==> config.mk <==
export PLATFORM = sky130hd
export DESIGN_NAME = base32_grouped_serial_encoder_core
export DESIGN_NICKNAME = d
export VERILOG_FILES = /design/src/sv/bgse_pkg.sv /design/src/sv/bgse_fifo.sv /design/src/sv/bgse_front.sv /design/src/sv/bgse_back.sv /design/src/sv/base32_grouped_serial_encoder_core.sv
export SDC_FILE = /design/constraint.sdc
export NUM_CORES = 1
export LEC_CHECK = 0
export BUFFER_PORTS_ARGS = -buffer_cell sky130_fd_sc_hd__buf_2
export CAP_MARGIN = 25
export CORE_ASPECT_RATIO = 0.6
export CORE_MARGIN = 3
export CORE_UTILIZATION = 46
export CTS_CLUSTER_SIZE = 28
export DETAILED_ROUTE_END_ITERATION = 7
export GPL_TIMING_DRIVEN = 0
export PLACE_DENSITY = 0.72
export SLEW_MARGIN = 20
export SYNTH_ARGS = -nofsm -noshare
export SYNTH_HDL_FRONTEND = slang
export SYNTH_HIERARCHICAL = 1
export SYNTH_SLANG_ARGS = --single-unit
==> constraint.sdc <==
create_clock -name clock -period 5.3 [get_ports clock]
set_input_delay 0.53 -clock clock [delete_from_list [all_inputs] [get_ports clock]]
set_output_delay 0.53 -clock clock [all_outputs]
set_load 0.05 [all_outputs]
==> src/sv/bgse_pkg.sv <==
// Shared types, constants and the symbol alphabet of the grouped base32 encoder.
package bgse_pkg;

   localparam int unsigned BYTE_W       = 8;
   localparam int unsigned SYM_W        = 5;
   localparam int unsigned BUF_W        = 12;
   localparam int unsigned CNT_W        = 4;
   localparam int unsigned GROUP_W      = 5;
   localparam int unsigned CSR_INDEX_W  = 2;

   localparam int unsigned SYM_QUEUE_DEPTH = 2;
   localparam int unsigned RSP_QUEUE_DEPTH = 2;

   localparam logic [CSR_INDEX_W-1:0] CSR_GROUP_SIZE     = 2'd0;
   localparam logic [CSR_INDEX_W-1:0] CSR_SEPARATOR_CHAR = 2'd1;
   localparam logic [CSR_INDEX_W-1:0] CSR_SYMBOL31_CHAR  = 2'd2;

   localparam logic [GROUP_W-1:0] GROUP_SIZE_RESET     = 5'd5;
   localparam logic [BYTE_W-1:0]  SEPARATOR_CHAR_RESET = 8'd45;
   localparam logic [BYTE_W-1:0]  SYMBOL31_CHAR_RESET  = 8'd0;

   localparam logic [CNT_W-1:0]   SYM_BITS     = 4'd5;
   localparam logic [CNT_W-1:0]   BYTE_BITS    = 4'd8;
   localparam logic [SYM_W-1:0]   SYM_NO_LETTER = 5'd31;
   localparam logic [GROUP_W-1:0] GROUP_POS_MAX = 5'd31;

   typedef struct packed {
      logic [GROUP_W-1:0] group_size;
      logic [BYTE_W-1:0]  separator_char;
      logic [BYTE_W-1:0]  symbol31_char;
   } cfg_type;

   typedef struct packed {
      logic [SYM_W-1:0] sym;
      logic             last;
   } sym_entry_type;

   typedef struct packed {
      logic [BYTE_W-1:0] out_char;
      logic              is_separator;
      logic              last_char;
   } rsp_entry_type;

   function automatic logic [BYTE_W-1:0] letter_of(input logic [SYM_W-1:0] sym);
      logic [BYTE_W-1:0] ch;
      unique case (sym)
         5'd0:  ch = "2";
         5'd1:  ch = "3";
         5'd2:  ch = "4";
         5'd3:  ch = "5";
         5'd4:  ch = "6";
         5'd5:  ch = "7";
         5'd6:  ch = "8";
         5'd7:  ch = "9";
         5'd8:  ch = "A";
         5'd9:  ch = "B";
         5'd10: ch = "C";
         5'd11: ch = "D";
         5'd12: ch = "E";
         5'd13: ch = "F";
         5'd14: ch = "G";
         5'd15: ch = "H";
         5'd16: ch = "J";
         5'd17: ch = "K";
         5'd18: ch = "L";
         5'd19: ch = "M";
         5'd20: ch = "N";
         5'd21: ch = "P";
         5'd22: ch = "Q";
         5'd23: ch = "R";
         5'd24: ch = "T";
         5'd25: ch = "U";
         5'd26: ch = "V";
         5'd27: ch = "W";
         5'd28: ch = "X";
         5'd29: ch = "Y";
         5'd30: ch = "Z";
         default: ch = '0;
      endcase
      return ch;
   endfunction

endpackage

==> src/sv/bgse_fifo.sv <==
// Small register-based queue used after each encoder stage.
module bgse_fifo #(
   parameter int unsigned WIDTH = 8,
   parameter int unsigned DEPTH = 2
) (
   input  logic             clock,
   input  logic             reset,
   input  logic             push,
   input  logic [WIDTH-1:0] push_data,
   output logic             full,
   input  logic             pop,
   output logic [WIDTH-1:0] pop_data,
   output logic             empty
);

   localparam int unsigned AW = (DEPTH > 1) ? $clog2(DEPTH) : 1;
   localparam int unsigned CW = $clog2(DEPTH + 1);

   logic [WIDTH-1:0] mem_ff [DEPTH];
   logic [AW-1:0]    wr_ptr_ff, wr_ptr_in;
   logic [AW-1:0]    rd_ptr_ff, rd_ptr_in;
   logic [CW-1:0]    count_ff, count_in;
   logic             do_push, do_pop;

   assign full     = (count_ff == CW'(DEPTH));
   assign empty    = (count_ff == '0);
   assign do_push  = push && !full;
   assign do_pop   = pop && !empty;
   assign pop_data = mem_ff[rd_ptr_ff];

   always_comb begin
      wr_ptr_in = wr_ptr_ff;
      rd_ptr_in = rd_ptr_ff;
      count_in  = count_ff;
      if (do_push) begin
         wr_ptr_in = (wr_ptr_ff == AW'(DEPTH - 1)) ? '0 : wr_ptr_ff + 1'b1;
      end
      if (do_pop) begin
         rd_ptr_in = (rd_ptr_ff == AW'(DEPTH - 1)) ? '0 : rd_ptr_ff + 1'b1;
      end
      if (do_push && !do_pop) begin
         count_in = count_ff + 1'b1;
      end else if (do_pop && !do_push) begin
         count_in = count_ff - 1'b1;
      end
   end

   always_ff @(posedge clock) begin
      if (reset) begin
         wr_ptr_ff <= '0;
         rd_ptr_ff <= '0;
         count_ff  <= '0;
      end else begin
         wr_ptr_ff <= wr_ptr_in;
         rd_ptr_ff <= rd_ptr_in;
         count_ff  <= count_in;
      end
   end

   always_ff @(posedge clock) begin
      if (do_push) begin
         mem_ff[wr_ptr_ff] <= push_data;
      end
   end

endmodule

==> src/sv/bgse_front.sv <==
// Front stage: takes message bytes and slices the bit buffer into 5-bit symbols.
module bgse_front (
   input  logic                           clock,
   input  logic                           reset,
   input  logic                           req_push,
   input  logic [bgse_pkg::BYTE_W-1:0]    req_data_byte,
   input  logic                           req_end_of_message,
   output logic                           req_full,
   output logic                           sym_push,
   output bgse_pkg::sym_entry_type        sym_data,
   input  logic                           sym_full
);
   import bgse_pkg::*;

   logic [BUF_W-1:0] buf_ff, buf_in;
   logic [CNT_W-1:0] cnt_ff, cnt_in;
   logic             eom_ff, eom_in;

   logic             accept;
   logic [BUF_W-1:0] w_buf;
   logic [CNT_W-1:0] w_cnt;
   logic             w_eom;
   logic             has_full, has_pad;
   logic [CNT_W-1:0] rem_cnt;
   logic [BUF_W-1:0] shifted;
   logic             last;

   assign req_full = (cnt_ff >= SYM_BITS) || eom_ff;
   assign accept   = req_push && !req_full;

   always_comb begin
      if (accept) begin
         w_buf = {buf_ff[BUF_W-BYTE_W-1:0], req_data_byte};
         w_cnt = cnt_ff + BYTE_BITS;
         w_eom = req_end_of_message;
      end else begin
         w_buf = buf_ff;
         w_cnt = cnt_ff;
         w_eom = eom_ff;
      end
      has_full = (w_cnt >= SYM_BITS);
      has_pad  = !has_full && w_eom && (w_cnt != '0);
      if (has_full) begin
         rem_cnt = w_cnt - SYM_BITS;
         shifted = w_buf >> rem_cnt;
         last    = w_eom && (rem_cnt == '0);
      end else begin
         rem_cnt = '0;
         shifted = w_buf << (SYM_BITS - w_cnt);
         last    = 1'b1;
      end
      sym_data.sym  = shifted[SYM_W-1:0];
      sym_data.last = last;
      sym_push      = (has_full || has_pad) && !sym_full;

      buf_in = w_buf;
      cnt_in = w_cnt;
      eom_in = w_eom;
      if (sym_push) begin
         if (last) begin
            buf_in = '0;
            cnt_in = '0;
            eom_in = 1'b0;
         end else begin
            cnt_in = rem_cnt;
         end
      end
   end

   always_ff @(posedge clock) begin
      if (reset) begin
         buf_ff <= '0;
         cnt_ff <= '0;
         eom_ff <= 1'b0;
      end else begin
         buf_ff <= buf_in;
         cnt_ff <= cnt_in;
         eom_ff <= eom_in;
      end
   end

endmodule

==> src/sv/bgse_back.sv <==
// Back stage: inserts group separators and maps symbols to output characters.
module bgse_back (
   input  logic                      clock,
   input  logic                      reset,
   input  bgse_pkg::cfg_type         cfg,
   input  logic                      sym_empty,
   input  bgse_pkg::sym_entry_type   sym_data,
   output logic                      sym_pop,
   output logic                      rsp_push,
   output bgse_pkg::rsp_entry_type   rsp_data,
   input  logic                      rsp_full
);
   import bgse_pkg::*;

   logic [GROUP_W-1:0] gpos_ff, gpos_in;
   logic               any_ff, any_in;
   logic               sep_needed;

   assign sep_needed = (cfg.group_size != '0) && any_ff && (gpos_ff >= cfg.group_size);
   assign rsp_push   = !sym_empty && !rsp_full;
   assign sym_pop    = rsp_push && !sep_needed;

   always_comb begin
      gpos_in = gpos_ff;
      any_in  = any_ff;
      if (sep_needed) begin
         rsp_data.out_char     = cfg.separator_char;
         rsp_data.is_separator = 1'b1;
         rsp_data.last_char    = 1'b0;
      end else begin
         rsp_data.out_char     = (sym_data.sym == SYM_NO_LETTER) ? cfg.symbol31_char
                                                                : letter_of(sym_data.sym);
         rsp_data.is_separator = 1'b0;
         rsp_data.last_char    = sym_data.last;
      end
      if (rsp_push) begin
         if (sep_needed) begin
            gpos_in = '0;
         end else if (sym_data.last) begin
            gpos_in = '0;
            any_in  = 1'b0;
         end else begin
            gpos_in = (gpos_ff == GROUP_POS_MAX) ? gpos_ff : gpos_ff + 1'b1;
            any_in  = 1'b1;
         end
      end
   end

   always_ff @(posedge clock) begin
      if (reset) begin
         gpos_ff <= '0;
         any_ff  <= 1'b0;
      end else begin
         gpos_ff <= gpos_in;
         any_ff  <= any_in;
      end
   end

endmodule

==> src/sv/base32_grouped_serial_encoder_core.sv <==
// Base32 encoder with grouping separators: top level with config registers.
//
// Input queue: drive req_data_byte and req_end_of_message with req_push;
// a transfer happens at a clock edge with req_push high and req_full low.
// Result queue: while rsp_empty is low the oldest character is on
// rsp_out_char, rsp_is_separator and rsp_last_char; it transfers at an edge
// with rsp_pop high. Registers are written through csr_we/csr_index/csr_wdata
// (0 group size, 1 separator byte, 2 byte for symbol 31); the user must write
// them only while idle, which the block does not enforce. The front stage
// emits one symbol a cycle into a symbol queue while it is not full, starting
// in the cycle of the byte transfer (1 or 2 symbols, plus a padding symbol on
// the final byte), and takes no byte while a symbol or a final byte is pending.
// The back stage writes one character or separator a cycle into the result
// queue while a symbol waits and that queue is not full.
// When the receiver stalls, both queues fill and req_full rises; nothing is
// dropped. Synchronous reset empties both queues, clears the bit buffer and
// group state, and restores group size 5, separator 45, symbol-31 byte 0.
module base32_grouped_serial_encoder_core #(
   parameter int unsigned SymQueueDepth = bgse_pkg::SYM_QUEUE_DEPTH,
   parameter int unsigned RspQueueDepth = bgse_pkg::RSP_QUEUE_DEPTH
) (
   input  logic                              clock,
   input  logic                              reset,
   input  logic                              req_push,
   input  logic [bgse_pkg::BYTE_W-1:0]       req_data_byte,
   input  logic                              req_end_of_message,
   output logic                              req_full,
   output logic                              rsp_empty,
   input  logic                              rsp_pop,
   output logic [bgse_pkg::BYTE_W-1:0]       rsp_out_char,
   output logic                              rsp_is_separator,
   output logic                              rsp_last_char,
   input  logic                              csr_we,
   input  logic [bgse_pkg::CSR_INDEX_W-1:0]  csr_index,
   input  logic [bgse_pkg::BYTE_W-1:0]       csr_wdata
);
   import bgse_pkg::*;

   cfg_type       cfg_ff, cfg_in;
   sym_entry_type sym_wr, sym_rd;
   rsp_entry_type rsp_wr, rsp_rd;
   logic          sym_push, sym_full, sym_pop, sym_empty;
   logic          rsp_push, rsp_full;

   always_comb begin
      cfg_in = cfg_ff;
      if (csr_we) begin
         unique case (csr_index)
            CSR_GROUP_SIZE:     cfg_in.group_size     = csr_wdata[GROUP_W-1:0];
            CSR_SEPARATOR_CHAR: cfg_in.separator_char = csr_wdata;
            CSR_SYMBOL31_CHAR:  cfg_in.symbol31_char  = csr_wdata;
            default:            cfg_in = cfg_ff;
         endcase
      end
   end

   always_ff @(posedge clock) begin
      if (reset) begin
         cfg_ff.group_size     <= GROUP_SIZE_RESET;
         cfg_ff.separator_char <= SEPARATOR_CHAR_RESET;
         cfg_ff.symbol31_char  <= SYMBOL31_CHAR_RESET;
      end else begin
         cfg_ff <= cfg_in;
      end
   end

   bgse_front u_front (
      .clock              (clock),
      .reset              (reset),
      .req_push           (req_push),
      .req_data_byte      (req_data_byte),
      .req_end_of_message (req_end_of_message),
      .req_full           (req_full),
      .sym_push           (sym_push),
      .sym_data           (sym_wr),
      .sym_full           (sym_full)
   );

   bgse_fifo #(
      .WIDTH ($bits(sym_entry_type)),
      .DEPTH (SymQueueDepth)
   ) u_sym_queue (
      .clock     (clock),
      .reset     (reset),
      .push      (sym_push),
      .push_data (sym_wr),
      .full      (sym_full),
      .pop       (sym_pop),
      .pop_data  (sym_rd),
      .empty     (sym_empty)
   );

   bgse_back u_back (
      .clock     (clock),
      .reset     (reset),
      .cfg       (cfg_ff),
      .sym_empty (sym_empty),
      .sym_data  (sym_rd),
      .sym_pop   (sym_pop),
      .rsp_push  (rsp_push),
      .rsp_data  (rsp_wr),
      .rsp_full  (rsp_full)
   );

   bgse_fifo #(
      .WIDTH ($bits(rsp_entry_type)),
      .DEPTH (RspQueueDepth)
   ) u_rsp_queue (
      .clock     (clock),
      .reset     (reset),
      .push      (rsp_push),
      .push_data (rsp_wr),
      .full      (rsp_full),
      .pop       (rsp_pop),
      .pop_data  (rsp_rd),
      .empty     (rsp_empty)
   );

   assign rsp_out_char     = rsp_rd.out_char;
   assign rsp_is_separator = rsp_rd.is_separator;
   assign rsp_last_char    = rsp_rd.last_char;

`ifndef SYNTHESIS
   a_sep_not_last: assert property (@(posedge clock) disable iff (reset)
      (!rsp_empty && rsp_is_separator) |-> !rsp_last_char)
      else $error("separator marked as last character");

   a_no_double_sep: assert property (@(posedge clock) disable iff (reset)
      (rsp_push && rsp_wr.is_separator) |=> !(rsp_push && rsp_wr.is_separator))
      else $error("two separators in a row");

   a_sep_holds_symbol: assert property (@(posedge clock) disable iff (reset)
      (rsp_push && rsp_wr.is_separator) |-> !sym_pop)
      else $error("symbol consumed by a separator transfer");
`endif

endmodule

### After elaboration in Yosys (flattened, before gate mapping)

Memory sizes are Yosys's and may differ from the RTL's. A register that Yosys moved wholly into a read port is not among the register bits.
Index checks and enable logic that the tools add are counted.

* memories: 3
* memory bits (read-only): 224
* register bits after elaboration: 52
* word-level logic and storage cells: 119
* bits in writable memories: 32
* output and inout bits: 12
* input port bits: 24

* reduce and logical (&&, ||, !) cells: 43
* equality and inequality tests: 7
* shift operators: 2
* bitwise gates (word level): 1
* add/subtract/negate cells: 12
* muxes and demuxes: 34
* $lt $le $gt $ge: 3

Memory list
* (no name shown): depth 32, bits a word 7, read ports 1, clocked after Yosys merged registers in 0, write ports 0, line bgse_pkg.sv:46 `unique case (sym)`
* u_rsp_queue.mem_ff: depth 2, bits a word 10, read ports 1, clocked after Yosys merged registers in 1, write ports 1, line bgse_fifo.sv:19 `logic [WIDTH-1:0] mem_ff [DEPTH];`
* u_sym_queue.mem_ff: depth 2, bits a word 6, read ports 1, clocked after Yosys merged registers in 1, write ports 1, line bgse_fifo.sv:19

Operators by type and width (count)
* 12-bit 2-to-1 mux: 3
* 5-bit 2-to-1 mux: 4
* 1-bit logical AND: 17
* 1-bit 2-to-1 mux: 17
* 4-bit 2-to-1 mux: 4
* 12-bit by 4-bit left shift with 5-bit output: 1
* 12-bit by 4-bit >> shifter with 5-bit output: 1
* 1-bit logical NOT: 11
* 5-bit equality test, second input constant: 2
* 10-bit 2-to-1 mux: 1
* 2-bit AND reduction: 5
* 4-bit by 3-bit greater-or-equal comparator with 1-bit output, second input constant: 2
* 2-bit 2-to-1 mux: 4
* 8-bit 2-to-1 mux: 1
* 2-bit equality test, second input constant: 3
* 2-bit logical NOT: 3
* 5-bit by 1-bit adder with 5-bit output, second input constant: 1
* 5-bit greater-or-equal comparator: 1
* 5-bit nonzero test: 1
* 1-bit adder, second input constant: 4
* 2-bit by 1-bit adder with 2-bit output, second input constant: 2
* 4-bit adder, second input constant: 1
* 4-bit logical NOT: 1
* 2-bit nonzero test: 2
* 8 further kinds: 10

### Logic depth before layout (Yosys ltp)

* depth in word-level cells: 16
* mapped depth: 15

### Hierarchy

Netlist, hierarchy kept.

Modules (own cells, without submodules)
* bgse_front: area an instance 1581.5 um^2, cells an instance 171, sequential area each 340.3 um^2, instances 1
* bgse_back: area an instance 984.7 um^2, cells an instance 146, sequential area each 120.1 um^2, instances 1
* bgse_fifo (u_rsp_queue): area an instance 935.9 um^2, cells an instance 56, sequential area each 700.7 um^2, instances 1
* base32_grouped_serial_encoder_core: area an instance 880.8 um^2, cells an instance 85, sequential area each 420.4 um^2, instances 1
* bgse_fifo (u_sym_queue): area an instance 649.4 um^2, cells an instance 44, sequential area each 460.4 um^2, instances 1

### Worst setup path before layout

No wires, ideal clock.

* kind: register to register
* start: register u_front.cnt_ff[0]
* end: memory u_sym_queue/mem_ff[0][2] (netlist bit) (data pin)
* path buffers: 4
* stages on the path, launching flop included: 13
* setup time: 0.260 ns
* path slack: 2.348 ns
* arrival time: 2.692 ns
* period minus slack after synthesis: 2.952 ns
* required time: 5.040 ns
* path through: dfxtp_1 > buf_2 > inv_2 > ha_1 > buf_6 > nand2b_4 > a2111oi_4 > buf_6 > buf_6 > mux4_2 > nand3_1 > o211ai_1 > a32o_1

RTL lines
* from (decl): line bgse_front.sv:16 `logic [CNT_W-1:0] cnt_ff, cnt_in;`
* from (signal assigned): line bgse_front.sv:77 `cnt_ff <= cnt_in;`
* to (decl): line bgse_fifo.sv:19

### Final worst setup path

* start: register u_front.cnt_ff[0]
* end: register u_front.buf_ff[1]

* elaborated cells between the ends (all ways): 21
* those cells by class: add/sub: 2; order compare: 2; mux: 6; reduce/logical: 11

RTL lines
* 4-bit by 3-bit greater-or-equal comparator with 1-bit output: line bgse_front.sv:28 `assign req_full = (cnt_ff >= SYM_BITS) || eom_ff;`
* 1-bit logical OR: line bgse_front.sv:28
* 1-bit logical NOT: line bgse_front.sv:29 `assign accept = req_push && !req_full;`
* 1-bit logical AND: line bgse_front.sv:29
* 4-bit 2-to-1 mux: line bgse_front.sv:32 `if (accept) begin`
* 4-bit by 3-bit subtractor with 4-bit output: line bgse_front.sv:44 `rem_cnt = w_cnt - SYM_BITS;`
* 4-bit logical NOT: line bgse_front.sv:46 `last = w_eom && (rem_cnt == '0);`
* 1-bit logical AND: line bgse_front.sv:46
* 1-bit 2-to-1 mux (*): line bgse_front.sv:43 `if (has_full) begin`
* via u_front.last: line bgse_front.sv:26 `logic last;`
* 12-bit 2-to-1 mux (*): line bgse_front.sv:60 `if (last) begin`
* 12-bit 2-to-1 mux (*): line bgse_front.sv:59 `if (sym_push) begin`
* to (signal assigned): line bgse_front.sv:76 `buf_ff <= buf_in;`
* to (decl): line bgse_front.sv:15 `logic [BUF_W-1:0] buf_ff, buf_in;`

The timed path passes the listed nets; every way through them passes the cells marked *.
A chain may end at the register's enable or synchronous reset.

==> impl_metrics.csv <==
group,metric,value,unit
status,status,"finished clean",
floorplan,die_y,87.0,um
final_layout,mostFrequentLayoutCells,"57 x nor2_1, 54 x dfxtp_1, 40 x buf_2",
timing,final-hold-violation-count,0,
setup_path,r2r_slack,1840,ps
setup_path,worstReg2RegStart,"u_front/cnt_ff[0]$_SDFFE_PP0P_",
yosys,netlist_top_cells_area,"dfxtp_1 21%, edfxtp_1 19%, mux2i_1 7.2%",
yosys,ys_warn_count,6,
detailed_routing,avgViaCountPerCell,5.81,
place,gp_congestion,0.908,
yosys,ys.flop_type,"dfxtp_1",
setup_path,crit_fanout,10,
clock_tree,clk_pin_slew_worst_paths,60,ps
global_route,grt_pass1_wl,19100,um
clock_tree,cts_resized,0,
setup_path,worstSetupPathType,"reg -> reg",
setup_path,r2r-end,"u_front/buf_ff[1]$_SDFF_PP0_",
timing,setup_tns,0,ps
setup_path,arrival,3670,ps
timing,slew_violations,0,
final_layout,drive_gt1_frac,0.188,
min_path,hold_path_class,"in -> reg",
detailed_routing,remaining_drc_errors,0,
timing,rsz0062_at_grt,"false",
final_layout,n_antenna_cell,0,
yosys,synth_cells,502,
pwr,peakVddDrop,0.385,mV
yosys,syn_avg_cell_area,10.0,um^2
place,numPortBuffers,35,
setup_path,cp-start-kind,"register",
final_layout,postLayoutCoreUtil,0.553,
clock_tree,root_buffer,"clkbuf_16",
global_route,grt_max_degree,25,
setup_path,end_kind,"register",
final_layout,synthToLayoutAreaGrowth,12.8,%
pwr,totalPowerFinal,3.70,mW
clock_tree,cts_tree,"yes",
clock_tree,clk_path_buf_depth,2,
timing,worstMarginPinSlew,889,ps
yosys,syn-num-nets,547,
yosys,async_flop_share,0,
clock_tree,numCtsBuffers,9,
timing,fin_worst_skew,7.06,ps
final_layout,final_common_cell,"nor2_1",
yosys,synth_cell_type_count,65,
yosys,ys_ff_latch,86,
timing,fin_crit,3460,ps
global_route,track_usage,0.195,
floorplan,num_rows,28,
global_route,grt-ovfl-total,0,
clock_tree,h-tree-depth,3,
floorplan,core_area,0.0103,mm^2
yosys,synth_edf_count,32,
min_path,hold_path_startpoint,"csr_wdata[5]",
detailed_routing,drt_first_pass_iters,5,
floorplan,dieArea,0.0123,mm^2
timing,fmaxAchievable,289,MHz
timing,setup_viol,0,
min_path,min_to,"cfg_ff[5]$_SDFFE_PP0P_",
yosys,yosysTopAreaCell,"dfxtp_1",
detailed_routing,wl_per_cell,16.9,um
place,dp_hpwl,8900,um
pwr,power_density,652,mW/mm^2
clock_tree,clock-sinks,86,
detailed_routing,dr.first_iter.drc_count,383,
yosys,ys_seq_area_frac,0.406,
detailed_routing,postRouteWirelength,11700,um
global_route,grt_pass1_vias,3748,
pwr,p_leak,2.29,nW
clock_tree,cts_hold_buffers,0,
global_route,antenna_found_initial,0,
min_path,min_path_cells,3,
timing,slew_headroom,0.403,
setup_path,required,5520,ps
yosys,syn_area,0.00503,mm^2
detailed_routing,vias,3999,
timing,finalCritPeriodShare,0.652,
clock_tree,clk_latency,340,ps
setup_path,worst-r2r-cell-count,11,
yosys,yosysTopAreaCellShare,0.215,
floorplan,fp.dieW,141,um
flow_run,cap_violations,0,
detailed_routing,ant_nets,0,
final_layout,fin_nets,593,
floorplan,io-pin-count,36,
floorplan,start_util,0.490,
clock_tree,cts_setup_buffers,0,
[worst max path at each step]
stage,from,endpoint,slack (ps),depth (start not counted)
2_1_floorplan,u_front/cnt_ff[0]$_SDFFE_PP0P_,u_sym_queue/mem_ff[0][2]$_DFFE_PP_,2350,12
3_3_place_gp,u_front/cnt_ff[0]$_SDFFE_PP0P_,u_sym_queue/mem_ff[0][2]$_DFFE_PP_,1940,12
3_5_place_dp,u_front/cnt_ff[0]$_SDFFE_PP0P_,u_sym_queue/mem_ff[1][2]$_DFFE_PP_,1910,12
4_1_cts,u_front/cnt_ff[0]$_SDFFE_PP0P_,u_sym_queue/mem_ff[0][2]$_DFFE_PP_,1880,12
5_1_grt,u_front/cnt_ff[0]$_SDFFE_PP0P_,u_front/buf_ff[1]$_SDFF_PP0_,1610,11
6_report,u_front/cnt_ff[0]$_SDFFE_PP0P_,u_front/buf_ff[1]$_SDFF_PP0_,1840,11
[per-layer routing]
metal / part of all wire / routed length, um / global-route usage
met3: 0.078 / 914 / 0.0499
met5: 0 / 0 / 0
met4: 0.0058 / 68 / 0.0361
met2: 0.40 / 4710 / 0.273
met1: 0.51 / 5970 / 0.303
[report_power, final]
part	internal, mW	total [mW]	leakage, nW	switching [mW]
Sequential	0.962	1.06	0.742	0.0951
Combinational	0.726	2.01	1.40	1.28
Clock	0.367	0.634	0.146	0.267
[registers in the layout, summed over array words and instances (netlist names), named ones only]
name and cells:
cfg_ff 21, u_rsp_queue/mem_ff 20, u_front/buf_ff 12, u_sym_queue/mem_ff 12, u_back/gpos_ff 5, u_front/cnt_ff 4, u_rsp_queue/count_ff 2, u_sym_queue/count_ff 2
u_back/any_ff 1, u_front/eom_ff 1, u_rsp_queue/rd_ptr_ff 1, u_rsp_queue/wr_ptr_ff 1, u_sym_queue/rd_ptr_ff 1, u_sym_queue/wr_ptr_ff 1
[Yosys cell counts (4+ instances only)]
library cell	count
o21ai_0	22
buf_6	4
mux2_2	19
mux2i_1	36
nand2_1	27
edfxtp_1	32
mux4_2	5
nor2_1	57
a31oi_1	6
nor3_1	7
ha_1	21
a21oi_1	24
xor2_1	7
or3_1	5
and2_1	6
nand4_1	4
dfxtp_1	54
inv_1	22
buf_2	5
nor2b_1	6
mux4_1	6
a211oi_1	8
nand3_1	16
a21o_1	4
nand2b_1	25
clkbuf_1	13
[through the flow]
stage          instance area [um^2]  setup WS (ps)  hold slack, ps  cells
2_1_floorplan                  5030           2350             446    502
3_3_place_gp                   5380           1940             460    672
3_5_place_dp                   5380           1910             468    672
4_1_cts                        5680           1880             458    688
5_1_grt                        5680           1610             482    688
6_report                       5680           1840             467    688
[cell type report]
type,instances,area (um^2)
Buffer,26,145
Clock buffer,9,225
Clock inverter,7,73.8
Fill cell,865,4590
Inverter,24,90.1
Multi-Input combinational cell,366,2760
Sequential cell,86,2040
Tap cell,135,169
Timing Repair Buffer,35,175
[worst max-delay path: stages (launching register included)]
cell and delay, ps:
dfxtp_1 340, buf_2 220, inv_2 200, ha_1 200, buf_6 140, nand2b_4 80
a2111oi_4 720, a21oi_1 220, o41ai_1 610, a21o_2 330, buf_4 210, nor2_1 50
[cells by family after synthesis]
group / synth area share
compound gates: 0.145
flops: 0.406
xor+xnor: 0.0157
fa+ha+maj: 0.0522
buf+inv: 0.0467
mux: 0.168
simple gates: 0.167
(Power assumes the default switching activity.)
